File: src/blmd_pkg.sv
`timescale 1ns / 1ps
// Shared constants and types for the blue local minimum detector.
package blmd_pkg;

	localparam int MAX_WIDTH_DEF = 1024;
	localparam int HEIGHT_CAP    = 1024;
	localparam int SIDE_MIN      = 3;
	localparam int PIX_W         = 8;
	localparam int COORD_W       = 10;
	localparam int ROW_W         = $clog2(HEIGHT_CAP);
	localparam int CFG_W         = 11;
	localparam int CFG_IDX_W     = 1;

	localparam logic [CFG_W-1:0] WIDTH_RESET  = 11'd640;
	localparam logic [CFG_W-1:0] HEIGHT_RESET = 11'd480;

	localparam logic [CFG_IDX_W-1:0] REG_IMAGE_WIDTH  = 1'd0;
	localparam logic [CFG_IDX_W-1:0] REG_IMAGE_HEIGHT = 1'd1;

	// Candidate position of a window centre and whether it may be tested.
	typedef struct packed {
		logic               test;
		logic [COORD_W-1:0] row;
		logic [COORD_W-1:0] col;
	} blmd_tag_t;

endpackage

File: src/blmd_win.sv
`timescale 1ns / 1ps
// 3x3 window cells and the strict minimum test on the shifted window.
module blmd_win (
	input  logic                       clk,
	input  logic                       arst_n,
	input  logic                       shift,
	input  logic [blmd_pkg::PIX_W-1:0] up,
	input  logic [blmd_pkg::PIX_W-1:0] mid,
	input  logic [blmd_pkg::PIX_W-1:0] sample,
	output logic                       hit
);

	logic [blmd_pkg::PIX_W-1:0] cell_q [9];
	logic [blmd_pkg::PIX_W-1:0] nxt    [9];

	always_comb begin
		for (int k = 0; k < 3; k++) begin
			nxt[k*3 + 0] = cell_q[k*3 + 1];
			nxt[k*3 + 1] = cell_q[k*3 + 2];
		end
		nxt[2] = up;
		nxt[5] = mid;
		nxt[8] = sample;
	end

	// Test the window as it stands after this shift.
	always_comb begin
		hit = 1'b1;
		for (int k = 0; k < 9; k++) begin
			if (k != 4 && nxt[k] <= nxt[4]) begin
				hit = 1'b0;
			end
		end
	end

	always_ff @(posedge clk or negedge arst_n) begin
		if (!arst_n) begin
			for (int k = 0; k < 9; k++) begin
				cell_q[k] <= '0;
			end
		end else if (shift) begin
			for (int k = 0; k < 9; k++) begin
				cell_q[k] <= nxt[k];
			end
		end
	end

endmodule

File: config.mk
export PLATFORM = sky130hd
export DESIGN_NAME = blmd_win
export DESIGN_NICKNAME = d
export VERILOG_FILES = /design/src/blmd_pkg.sv /design/src/blmd_win.sv
export SDC_FILE = /design/constraint.sdc
export NUM_CORES = 1
export LEC_CHECK = 0
export BUFFER_PORTS_ARGS = -buffer_cell sky130_fd_sc_hd__buf_2
export CORE_AREA = 2 2 92 94
export CTS_CLUSTER_DIAMETER = 40
export DETAILED_ROUTE_END_ITERATION = 10
export DIE_AREA = 0 0 94 96
export REMOVE_ABC_BUFFERS = 1
export SETUP_SLACK_MARGIN = 0.2
export SYNTH_ARGS = -nofsm -noshare
export SYNTH_HDL_FRONTEND = slang
export SYNTH_SLANG_ARGS = --single-unit
File: constraint.sdc
create_clock -name clk -period 4.9 [get_ports clk]
set_input_delay 0 -clock clk [delete_from_list [all_inputs] [get_ports clk]]
set_output_delay 0 -clock clk [all_outputs]
set_load 0.005 [all_outputs]
# Word level (Yosys, flattened, before mapping)
# Cells that the tools add are included.
[classes]
order_cmp = 8
mux = 8
[op_table]
columns = ["op", "count"]
rows = [
  ["$le 8x8->1", 8],
  ["$mux 1", 8],
]
[totals]
regBits = 48
inputBits = 27
out_inout_bits = 1
elab_cells = 22

# Logic depth before layout (Yosys ltp)
[logic_depth]
word_depth = 9
depth_mapped = 7
mapped_depth_nobuf = 7

# Worst setup path after synthesis
# OpenSTA, ideal clock, no wires.
[synth_path]
kind = "flip-flop to output port"
start = "register cell_q[29] (netlist name)"
end = "output port hit"
arrival_ps = 2120
required_time_ps = 4900
path_slack_ps = 2780
path_stages_with_launch = 8
path_buffers = 0
cell_sequence = "dfrtp_1 -> inv_1 -> ha_1 -> nand4_1 -> nor2_1 -> or4_1 -> or3_1 -> nor4_2"
[synth_via]
elab_chain_len = 9
elab_cells_between_ends = 16
cone_classes = "order compare (8); mux (8)"
[synth_lines]
columns = ["item", "line_no", "rtl"]
rows = [
  ["start: declaration", "blmd_win.sv:13", "logic [blmd_pkg::PIX_W-1:0] cell_q [9];"],
  ["start signal: indexed assignment", "blmd_win.sv:43", "cell_q[k] <= nxt[k];"],
  ["$le 8x8->1", "blmd_win.sv:30", "if (k != 4 && nxt[k] <= nxt[4]) begin"],
  ["$mux 1 (7 in a row)", "blmd_win.sv:30", ""],
  ["$mux 1 *", "blmd_win.sv:30", ""],
  ["end: declaration", "blmd_win.sv:10", "output logic hit"],
]
# Mark *: on every way between the ends. The rest lies on a longest branch, timed or not.

# Worst setup path in the final report
[layout_path]
start = "register cell_q[27] (netlist name)"
end = "output port hit"
# Same word-level chain as after synthesis.

==> results.sh <==
export IMPL_status="complete, no violations"
export IMPL_synth_edff_count=0
export IMPL_whs_ps=356
export IMPL_yosysTopAreaCellShare_pct=38.1
export IMPL_worst_setup_path_end_kind="output pin"
export IMPL_grt_overflow_total=0
export IMPL_fill_cells=785
export IMPL_firstDrtPassIters=4
export IMPL_cts_sinks=48
export IMPL_power_switching_uw=314
export IMPL_path_class="reg -> out"
export IMPL_cts_max_path_buffers=2
export IMPL_vias=2254
export IMPL_clk_latency_ps=300
export IMPL_max_cap_viol_count=0
export IMPL_rows=33
export IMPL_top_register="cell_q"
export IMPL_synth_seq_area_share_pct=38.1
export IMPL_die_area_um2=9020
export IMPL_ioPinCount=28
export IMPL_die_y_um=96
export IMPL_ant_nets=0
export IMPL_htree_levels=2
export IMPL_nets=430
export IMPL_async_flop_share_pct=100
export IMPL_crit_required_ps=4900
export IMPL_antenna_found_initial=0
export IMPL_path_max_fanout=9
export IMPL_die_x_um=94
export IMPL_grt_pass1_wl_mm=10.6
export IMPL_drt_iter0_drc=83
export IMPL_swShare_pct=31.4
export IMPL_yosysWarnings=0
export IMPL_drv_slew=0
export IMPL_clock_power_share_pct=22.6
export IMPL_max_freq_mhz=357
export IMPL_multi_input_area_um2=1840
export IMPL_io_buffers=27
export IMPL_cts_tree="built"
export IMPL_ys_top_cells_by_area="dfrtp_1, ha_1, mux2_1, a21oi_1, a21o_1"
export IMPL_cp_startpoint="cell_q[27]"
export IMPL_largest_register_ff_count=48
export IMPL_synth_area_um2=3150
export IMPL_period_share_pct=57.2
export IMPL_cts_root_buf="clkbuf_8"
export IMPL_relSlewSlack_pct=28.7
export IMPL_syn_mean_instance_area_um2=11.0
export IMPL_synth_distinct_cells=25
export IMPL_period_needed_ps=2800
export IMPL_p_per_area_nw_per_um2=268
export IMPL_hold_viol=0
export IMPL_top_regs="cell_q: 48 flops"
export IMPL_seq_power_share_pct=47.4
export IMPL_finalClockSkew_ps=3.02
export IMPL_layout_area_seq_um2=1200
export IMPL_worstHoldStart="shift"
export IMPL_grt_pass1_vias=2129
export IMPL_start_kind="flip-flop"
export IMPL_finalSetupViolations=0
export IMPL_ys_flop_type="dfrtp_1"
export IMPL_yosys_area_top_type="dfrtp_1"
export IMPL_timing_setup_tns_ps=0
export IMPL_intPower_uw=686
export IMPL_worst_slew_pin_slew_ps=1070
export IMPL_drc_errors=0
export IMPL_yosysMostFrequentCell="ha_1"
export IMPL_p_comb_share_pct=30.1
export IMPL_rsz0062_at_grt="no"
export IMPL_p_leak_nw=1.82
export IMPL_synthTopCellsByCount="ha_1, dfrtp_1, mux2_1, a21oi_1, inv_1"
export IMPL_cp_arrival_ps=2800
export IMPL_r2r_start="cell_q[24]"
export IMPL_core_area_um2=8050
export IMPL_wl_mm=6.29
export IMPL_via_per_inst=5.08
export IMPL_synth_seq_cells=48
export IMPL_grt_max_degree=61
export IMPL_clkTransAtPathRegs_ps=80
export IMPL_start_util_pct=39.2
export IMPL_gp_congestion=0.822
export IMPL_diodes=0
export IMPL_layout_drive_gt1_share_pct=12.7
export IMPL_routedWlPerCell_um=14.2
export IMPL_hpwlAfterDp_mm=4.71
export IMPL_syn_inst=286
export IMPL_hp_class="in -> reg"
export IMPL_area_growth_pct=18.2
export IMPL_ir_drop_mv=0.0924
export IMPL_numCtsBuffers=5
export IMPL_grt_use_total_pct=15.1
through the flow:
| stage | instance area, um^2 | instances | utilization (%) | worst slack, ps | total power [mW] |
|---|---|---|---|---|---|
| floorplan | 3130 | 279 | - | 2780 | 0.671 |
| global placement | 3400 | 412 | 42.3 | 2420 | 0.757 |
| detailed placement | 3400 | 412 | 42.3 | 2400 | 0.766 |
| CTS | 3730 | 444 | 46.3 | 2050 | 1.01 |
| global route | 3730 | 444 | 46.3 | 1910 | 1.08 |
| finish | 3730 | 444 | 46.3 | 2100 | 1.00 |
timing repair:
action / in CTS / in global routing
setup endpoints to repair: 0 / 0
resized for setup: 0 / 0
hold buffers: 25 / 0
hold endpoints to repair: 72 / 0
setup buffers: 0 / 0
cell families after synthesis:
logic type / Yosys count / share of synthesized area, %
adder cells (fa/ha/maj): 64 / 25.4
multiplexers: 36 / 12.9
flip-flops: 48 / 38.1
AO/OA/AOI/OAI: 62 / 12.3
AND/OR/NAND/NOR: 47 / 7.93
buffers and inverters: 29 / 3.45
cells in the final DEF (no fill, tap or decap):
cell / n
o211ai_1: 4
nand4_1: 10
or4_1: 1
o31ai_1: 1
clkbuf_8: 5
a21oi_1: 23
buf_2: 27
o21ai_1: 12
o22ai_1: 1
inv_1: 22
or3_1: 1
o32ai_1: 3
nand3_1: 3
a21o_1: 14
nand2_1: 18
dlygate4sd3_1: 25
clkbuf_1: 1
nor2_1: 4
buf_4: 1
o221ai_1: 3
nor2b_1: 6
ha_1: 64
o221a_1: 1
mux2_2: 8
nor4_2: 1
clkinv_2: 1
mux2_1: 28
dfrtp_1: 48
and4_1: 3
power groups by stage:
stage / clock network, mW / registers, mW / logic (mW)
after floorplan: 0 / 0.471 / 0.200
after global placement: 0 / 0.481 / 0.275
after detailed placement: 0 / 0.482 / 0.283
after CTS: 0.237 / 0.474 / 0.302
after global routing: 0.249 / 0.480 / 0.346
final: 0.226 / 0.473 / 0.301
layout make-up:
| cell class | instances | area share (%) |
|---|---|---|
| Inverter | 22 | 2.21 |
| Tap cell | 105 | 3.52 |
| Multi-Input combinational cell | 209 | 49.4 |
| Sequential cell | 48 | 32.2 |
| Clock inverter | 1 | 0.134 |
| Timing Repair Buffer | 53 | 10.5 |
| Clock buffer | 6 | 1.95 |
worst paths after layout:
check	end	slack [ps]	cells past startpoint
setup / recovery	hit	2100	8
hold / removal	cell_q[8]	360	4
setup reg to reg	cell_q[24]	3930	1
hold reg to reg	cell_q[8]	490	2
max in group asynchronous	cell_q[37]	3800	2
min in group asynchronous	cell_q[8]	430	2
critical path: stages (launching register included):
cell     delay [ps]
dfrtp_1         380
inv_1           260
ha_1            320
nand4_1         120
nor2_1           50
or4_1           490
or3_1           390
nor4_2          320
buf_2           170
routing by layer:
metal | part of all wire, % | routed length, um | global-route usage, % | vias to the layer above
met3 | 2.7 | 167 | 1.88 | 8
met5 | 0 | 0 | 0 | -
met2 | 42 | 2640 | 22.0 | 34
met1 | 54 | 3390 | 22.9 | 1051
met4 | 1.5 | 97 | 5.07 | 0
li1 | - | - | - | 1161
No activity file was read; power rests on OpenSTA's default activity.
