<file path="config.mk">
export PLATFORM = sky130hd
export DESIGN_NAME = blmd_pos
export DESIGN_NICKNAME = d
export VERILOG_FILES = /design/src/blmd_pkg.sv /design/src/blmd_pos.sv
export SDC_FILE = /design/constraint.sdc
export NUM_CORES = 1
export LEC_CHECK = 0
export ABC_AREA = 1
export BUFFER_PORTS_ARGS = -buffer_cell sky130_fd_sc_hd__clkbuf_2
export CORE_MARGIN = 5
export CORE_UTILIZATION = 50
export CTS_BUF_LIST = sky130_fd_sc_hd__clkbuf_4
export CTS_CLUSTER_SIZE = 10
export DETAILED_ROUTE_END_ITERATION = 16
export GPL_TIMING_DRIVEN = 0
export PLACE_DENSITY = 0.74
export SLEW_MARGIN = 40
export SYNTH_ARGS = -nofsm -noshare
export SYNTH_HDL_FRONTEND = slang
export SYNTH_SLANG_ARGS = --single-unit
export TNS_END_PERCENT = 20
</file>
<file path="constraint.sdc">
create_clock -name clk -period 2.45 [get_ports clk]
set_input_delay 0.1225 -clock clk [delete_from_list [all_inputs] [get_ports clk]]
set_output_delay 0.1225 -clock clk [all_outputs]
set_load 0.005 [all_outputs]
</file>
<file path="src/blmd_pkg.sv">
`timescale 1ns / 1ps
// Shared constants and types for the blue local minimum detector.
package blmd_pkg;

	localparam int MAX_WIDTH_DEF = 1024;
	localparam int HEIGHT_CAP    = 1024;
	localparam int SIDE_MIN      = 3;
	localparam int PIX_W         = 8;
	localparam int COORD_W       = 10;
	localparam int ROW_W         = $clog2(HEIGHT_CAP);
	localparam int CFG_W         = 11;
	localparam int CFG_IDX_W     = 1;

	localparam logic [CFG_W-1:0] WIDTH_RESET  = 11'd640;
	localparam logic [CFG_W-1:0] HEIGHT_RESET = 11'd480;

	localparam logic [CFG_IDX_W-1:0] REG_IMAGE_WIDTH  = 1'd0;
	localparam logic [CFG_IDX_W-1:0] REG_IMAGE_HEIGHT = 1'd1;

	// Candidate position of a window centre and whether it may be tested.
	typedef struct packed {
		logic               test;
		logic [COORD_W-1:0] row;
		logic [COORD_W-1:0] col;
	} blmd_tag_t;

endpackage

</file>
<file path="src/blmd_pos.sv">
`timescale 1ns / 1ps
// Raster position counters, size clamping and border qualification.
module blmd_pos #(
	parameter int MAX_WIDTH = blmd_pkg::MAX_WIDTH_DEF
) (
	input  logic                          clk,
	input  logic                          arst_n,
	input  logic                          adv,
	input  logic [blmd_pkg::CFG_W-1:0]    width_cfg,
	input  logic [blmd_pkg::CFG_W-1:0]    height_cfg,
	output logic [$clog2(MAX_WIDTH)-1:0]  addr,
	output blmd_pkg::blmd_tag_t           tag
);

	localparam int CW = $clog2(MAX_WIDTH);
	localparam int WW = CW + 1;
	localparam int RW = blmd_pkg::ROW_W;
	localparam int HW = blmd_pkg::CFG_W;

	logic [CW-1:0] col_q;
	logic [RW-1:0] row_q;
	logic [WW-1:0] w_use;
	logic [HW-1:0] h_use;
	logic          col_wrap;
	logic          row_wrap;

	always_comb begin
		if (width_cfg < HW'(blmd_pkg::SIDE_MIN)) begin
			w_use = WW'(blmd_pkg::SIDE_MIN);
		end else if (32'(width_cfg) > MAX_WIDTH) begin
			w_use = WW'(MAX_WIDTH);
		end else begin
			w_use = WW'(width_cfg);
		end
		if (height_cfg < HW'(blmd_pkg::SIDE_MIN)) begin
			h_use = HW'(blmd_pkg::SIDE_MIN);
		end else if (32'(height_cfg) > blmd_pkg::HEIGHT_CAP) begin
			h_use = HW'(blmd_pkg::HEIGHT_CAP);
		end else begin
			h_use = height_cfg;
		end
	end

	assign col_wrap = (WW'(col_q) + WW'(1)) >= w_use;
	assign row_wrap = (HW'(row_q) + HW'(1)) >= h_use;

	assign addr     = col_q;
	// Centre of the window is one row up and one column left of this sample.
	assign tag.test = (row_q >= RW'(2)) && (32'(col_q) >= 2) &&
		(WW'(col_q) < w_use) && (HW'(row_q) < h_use);
	assign tag.row  = blmd_pkg::COORD_W'(row_q - RW'(1));
	assign tag.col  = blmd_pkg::COORD_W'(32'(col_q) - 1);

	always_ff @(posedge clk or negedge arst_n) begin
		if (!arst_n) begin
			col_q <= '0;
			row_q <= '0;
		end else if (adv) begin
			if (col_wrap) begin
				col_q <= '0;
				row_q <= row_wrap ? '0 : row_q + RW'(1);
			end else begin
				col_q <= col_q + CW'(1);
			end
		end
	end

endmodule

</file>
-- Word level (Yosys, flattened, before mapping)
Cells that the tools add are included.
Widths: inputs -> output; s select.
- flip-flop bits (word level): 20
- input bits: 25
- output and inout port bits: 31
- word-level logic and storage cells: 28
- add/subtract/negate cells: 6
- magnitude comparators: 10
- multiplexer cells: 6
- reductions and logical operators: 4
- operators by type and width (cell ; count):
    $mux 11 ; 4
    $add 10x1->11 const B ; 2
    $ge 11x11->1 ; 2
    $gt 11x11->1 const B ; 2
    $lt 10x11->1 ; 2
    $lt 11x2->1 const B ; 2
    $add 10x1->10 const B ; 2
    $ge 10x2->1 const B ; 2
    $mux 10 ; 2
    $sub 10x1->10 const B ; 2
    $logic_and 1x1->1 ; 3
    $reduce_and 2->1 ; 1

-- Longest topological paths before layout
- depth in word-level cells: 6
- depth in mapped cells: 18
- mapped depth without buffers: 18

-- Least setup slack after synthesis
Ideal clock, no wire load.
- path type: register to register
- start point: register col_q[1], in the netlist addr[1]
- end point: register row_q[0]
- setup time: 0.066 ns
- arrival time: 2.143 ns
- data required time: 2.384 ns
- path slack: 0.242 ns
- cell stages (with the launch flop): 15
- path buffers: 0
- period minus slack after synthesis: 2.208 ns
- cells stage by stage: dfrtp_1 > ha_1 > nand2_1 > nor2_2 > nand3_1 > nand2_1 > clkinv_1 > ha_1 > nand2_1 > nand2_1 > a21oi_2 > nand3_2 > o21ai_2 > nand2_1 > nand2_1
- longest elaborated chain between the ends: 3
- RTL lines (what ; line ; RTL):
    from (decl) ; blmd_pos.sv:20 ; logic [CW-1:0] col_q;
    from (signal assigned) ; blmd_pos.sv:63 ; col_q <= col_q + CW'(1);
    $add 10x1->11 ; blmd_pos.sv:44 ; assign col_wrap = (WW'(col_q) + WW'(1)) >= w_use;
    $ge 11x11->1 ; blmd_pos.sv:44 ;
    $reduce_and 2->1 (no line) ; n/a ;
    to (signal assigned) ; blmd_pos.sv:61 ; row_q <= row_wrap ? '0 : row_q + RW'(1);
    to (decl) ; blmd_pos.sv:21 ; logic [RW-1:0] row_q;
Every way passes these cells.
A chain may end at the register's enable or synchronous reset.

-- Final worst setup path
- start point: register col_q[1], in the netlist addr[1]
- end point: register row_q[9]
The elaborated chain is that of the path after synthesis.

==> results.ini <==
[status]
status=finished, violations left
violations=setup timing

[grt]
antenna_found_initial=0
overflow=0
grt_max_degree=21
grt_pass1_wl_microns=12500
grtUsageTotal=0.211
first_global_vias=2721

[sta]
finalCriticalPeriod_ps=2540
slew_violations=0
fin_hold_ws_ps=196
slew_headroom=0.627
fin_crit_sh=1.04
setup_violations=20
fmax_mhz=393
layout_setup_ws_ps=-91.4
rsz0062_at_grt=yes
worst_pin_slew_ps=560
setup_tns_ps=-1120
hold_viol=0
fin_skew_ps=12.7

[routing]
drt-total-wl_microns=8520
met2WireLength_microns=3820
via_per_inst=5.44
routed.top_layer=met4
num_vias=3162
initialDrtViolationCount=246
first_pass_iters=5
wl_met3_microns=735
wl_met1_microns=3840
drt-wirelength-per-cell_microns=14.7
drtAntennaViolNets=0
drc_errors=0

[pwr]
power_density_nw_per_um2=1140
leakagePower_uw=0.00195
p_int_uw=1930
ir_drop_mv=0.849
netSwitchingFraction=0.532
seq_power_share=0.157
p_switching_uw=2200
total_power_uw=4130
combinationalPowerShare=0.799
pwr-share-clk=0.043

[logic_synthesis]
synth_top_family_by_area=simple AND/OR/NAND/NOR gates
netlist_area_sq_um=2770
ys.flop_type=dfrtp_1
synth-xor-area-share=0.0663
synth_mux_area_frac=0
yosys_warnings=0
syn_inst=424
synthAdderAreaFrac=0.217
async_flop_share=1.00
synth_area_leaders=ha_1, dfrtp_1, nand2_1
avgSynthCellArea_sq_um=6.54
syn_nets=497
ys_types=28
synth-compound-area-share=0.0871
synth-edff-count=0
yosysSeqAreaShare=0.181
synth_seq_cells=20
synth_top_area_share=0.217
synth-simple-area-share=0.359
synth_area_leader_cell=ha_1

[critical_path]
crit_arrival_ps=2760
cp_data_required_time_ps=2670
cp-startpoint=addr[1]
r2r_end=row_q[9]
crit_path_end_kind=flop
r2r-start=addr[1]
cp-start-kind=flop
ff2ff_setup_slack_ps=-90
worst-path-max-fanout=5
r2r_cells=17
worstSetupPathType=flop to flop

[cells_and_area]
area_delta_synth_final_pct=30.2
fin_cells=581
drive_gt1_frac=0.285
nets=583
antenna_cells=0
final_cell_mix=nand2_1, clkbuf_2, inv_1
final_common_cell=nand2_1

[clocking]
clock-sinks=20
clkTransAtPathRegs_ps=120
clockBufferDepth=2
cts_tree=yes
cts_root_buf=clkbuf_4
cts.htree.levels=1
insertion_delay_ps=320
cts_made_buffers=3

[floorplanning]
start_util=0.510
fp-row-count=27
die_area_sq_um=7130
ios=56
core_sq_um=5440
die_w_microns=84.5
die_y_microns=84.5

[placed_design]
gp_congestion=0.896
hpwl_microns=5870
port_buffers=55
dp.cells=551

[run]
cap_violations=0

[min_path]
holdCritPathClass=primary input to flop
hold_end=addr[9]
hold_start=adv
holdPathStages=4

[synthesized netlist by cell type (2+ instances only)]
library cell  number
nand3_1           28
nor2_1            45
nor2_4             4
inv_1             52
o21ai_0           20
nand3_2            3
o21ai_2            2
buf_6              3
buf_2              2
nand2_2            3
nor2_2             3
o21ai_1            3
a21oi_1           17
nor4_1             4
dfrtp_1           20
xor2_1            21
nor3_1             6
ha_1              48
nand4_1            3
nand2_1          129
[layout make-up]
type	count	area (sq um)
Clock inverter	1	3.75
Tap cell	72	90.1
Multi-Input combinational cell	347	2250
Clock buffer	3	22.5
Inverter	54	208
Fill cell	471	1830
Timing Repair Buffer	78	478
Buffer	6	47.5
Sequential cell	20	508
[per-layer routing]
| metal | track usage | vias up |
|---|---|---|
| met5 | 0 | - |
| met4 | 0.0475 | 0 |
| met3 | 0.0314 | 21 |
| met2 | 0.326 | 156 |
| met1 | 0.311 | 1433 |
| li1 | - | 1552 |
[per-stage QoR]
stage          setup slack, ps  cell area (sq um)   util
2_1_floorplan              242               2770      -
3_3_place_gp              -155               3140  0.577
3_5_place_dp              -176               3140  0.577
4_1_cts                   7.15               3270  0.601
5_1_grt                   -218               3610  0.664
6_report                 -91.4               3610  0.664
[kinds of logic after synthesis]
logic type      after synthesis
flops                        20
fa+ha+maj                    48
compound gates               45
xor+xnor                     21
simple gates                230
buf+inv                      60
[state kept, by name, indices dropped and copies added (netlist names)]
name	cells
addr	10
row_q	10
[timing repair]
item / 4_1_cts / 5_1_grt
gates resized for setup: 10 / 52
setup buffers: 6 / 15
hold endpoints to repair: 20 / 0
setup endpoints to repair: 20 / 21
pin swaps: 3 / 24
cloned: 1 / 3
hold buffers: 1 / 0
[worst max-delay path by stage]
stage | endpoint | slack, ps | depth (start not counted)
2_1_floorplan | row_q[0] | 240 | 14
3_3_place_gp | row_q[0] | -160 | 15
3_5_place_dp | row_q[2] | -180 | 14
4_1_cts | row_q[0] | 7 | 14
5_1_grt | row_q[9] | -220 | 17
6_report | row_q[9] | -90 | 17
[power by group through the flow]
stage	clock network (uW)	registers (uW)	logic, uW
4_1_cts	183	642	2840
3_5_place_dp	0	662	2710
6_report	179	650	3300
2_1_floorplan	0	617	1800
3_3_place_gp	0	662	2650
5_1_grt	199	668	3680
[worst max-delay path, stage by stage (launching register included)]
cell	delay (ps)
dfrtp_2	460
ha_4	170
nand2_4	60
nor2_4	150
nand2_2	80
o21ai_1	150
nand2_1	110
inv_2	90
ha_4	220
a21oi_2	160
nand2_1	90
nand2_2	80
nand3_4	120
nor2_4	190
buf_6	130
nor2_4	40
nand2_1	80
nand2_1	60
Power figures use the tool's default switching activity.
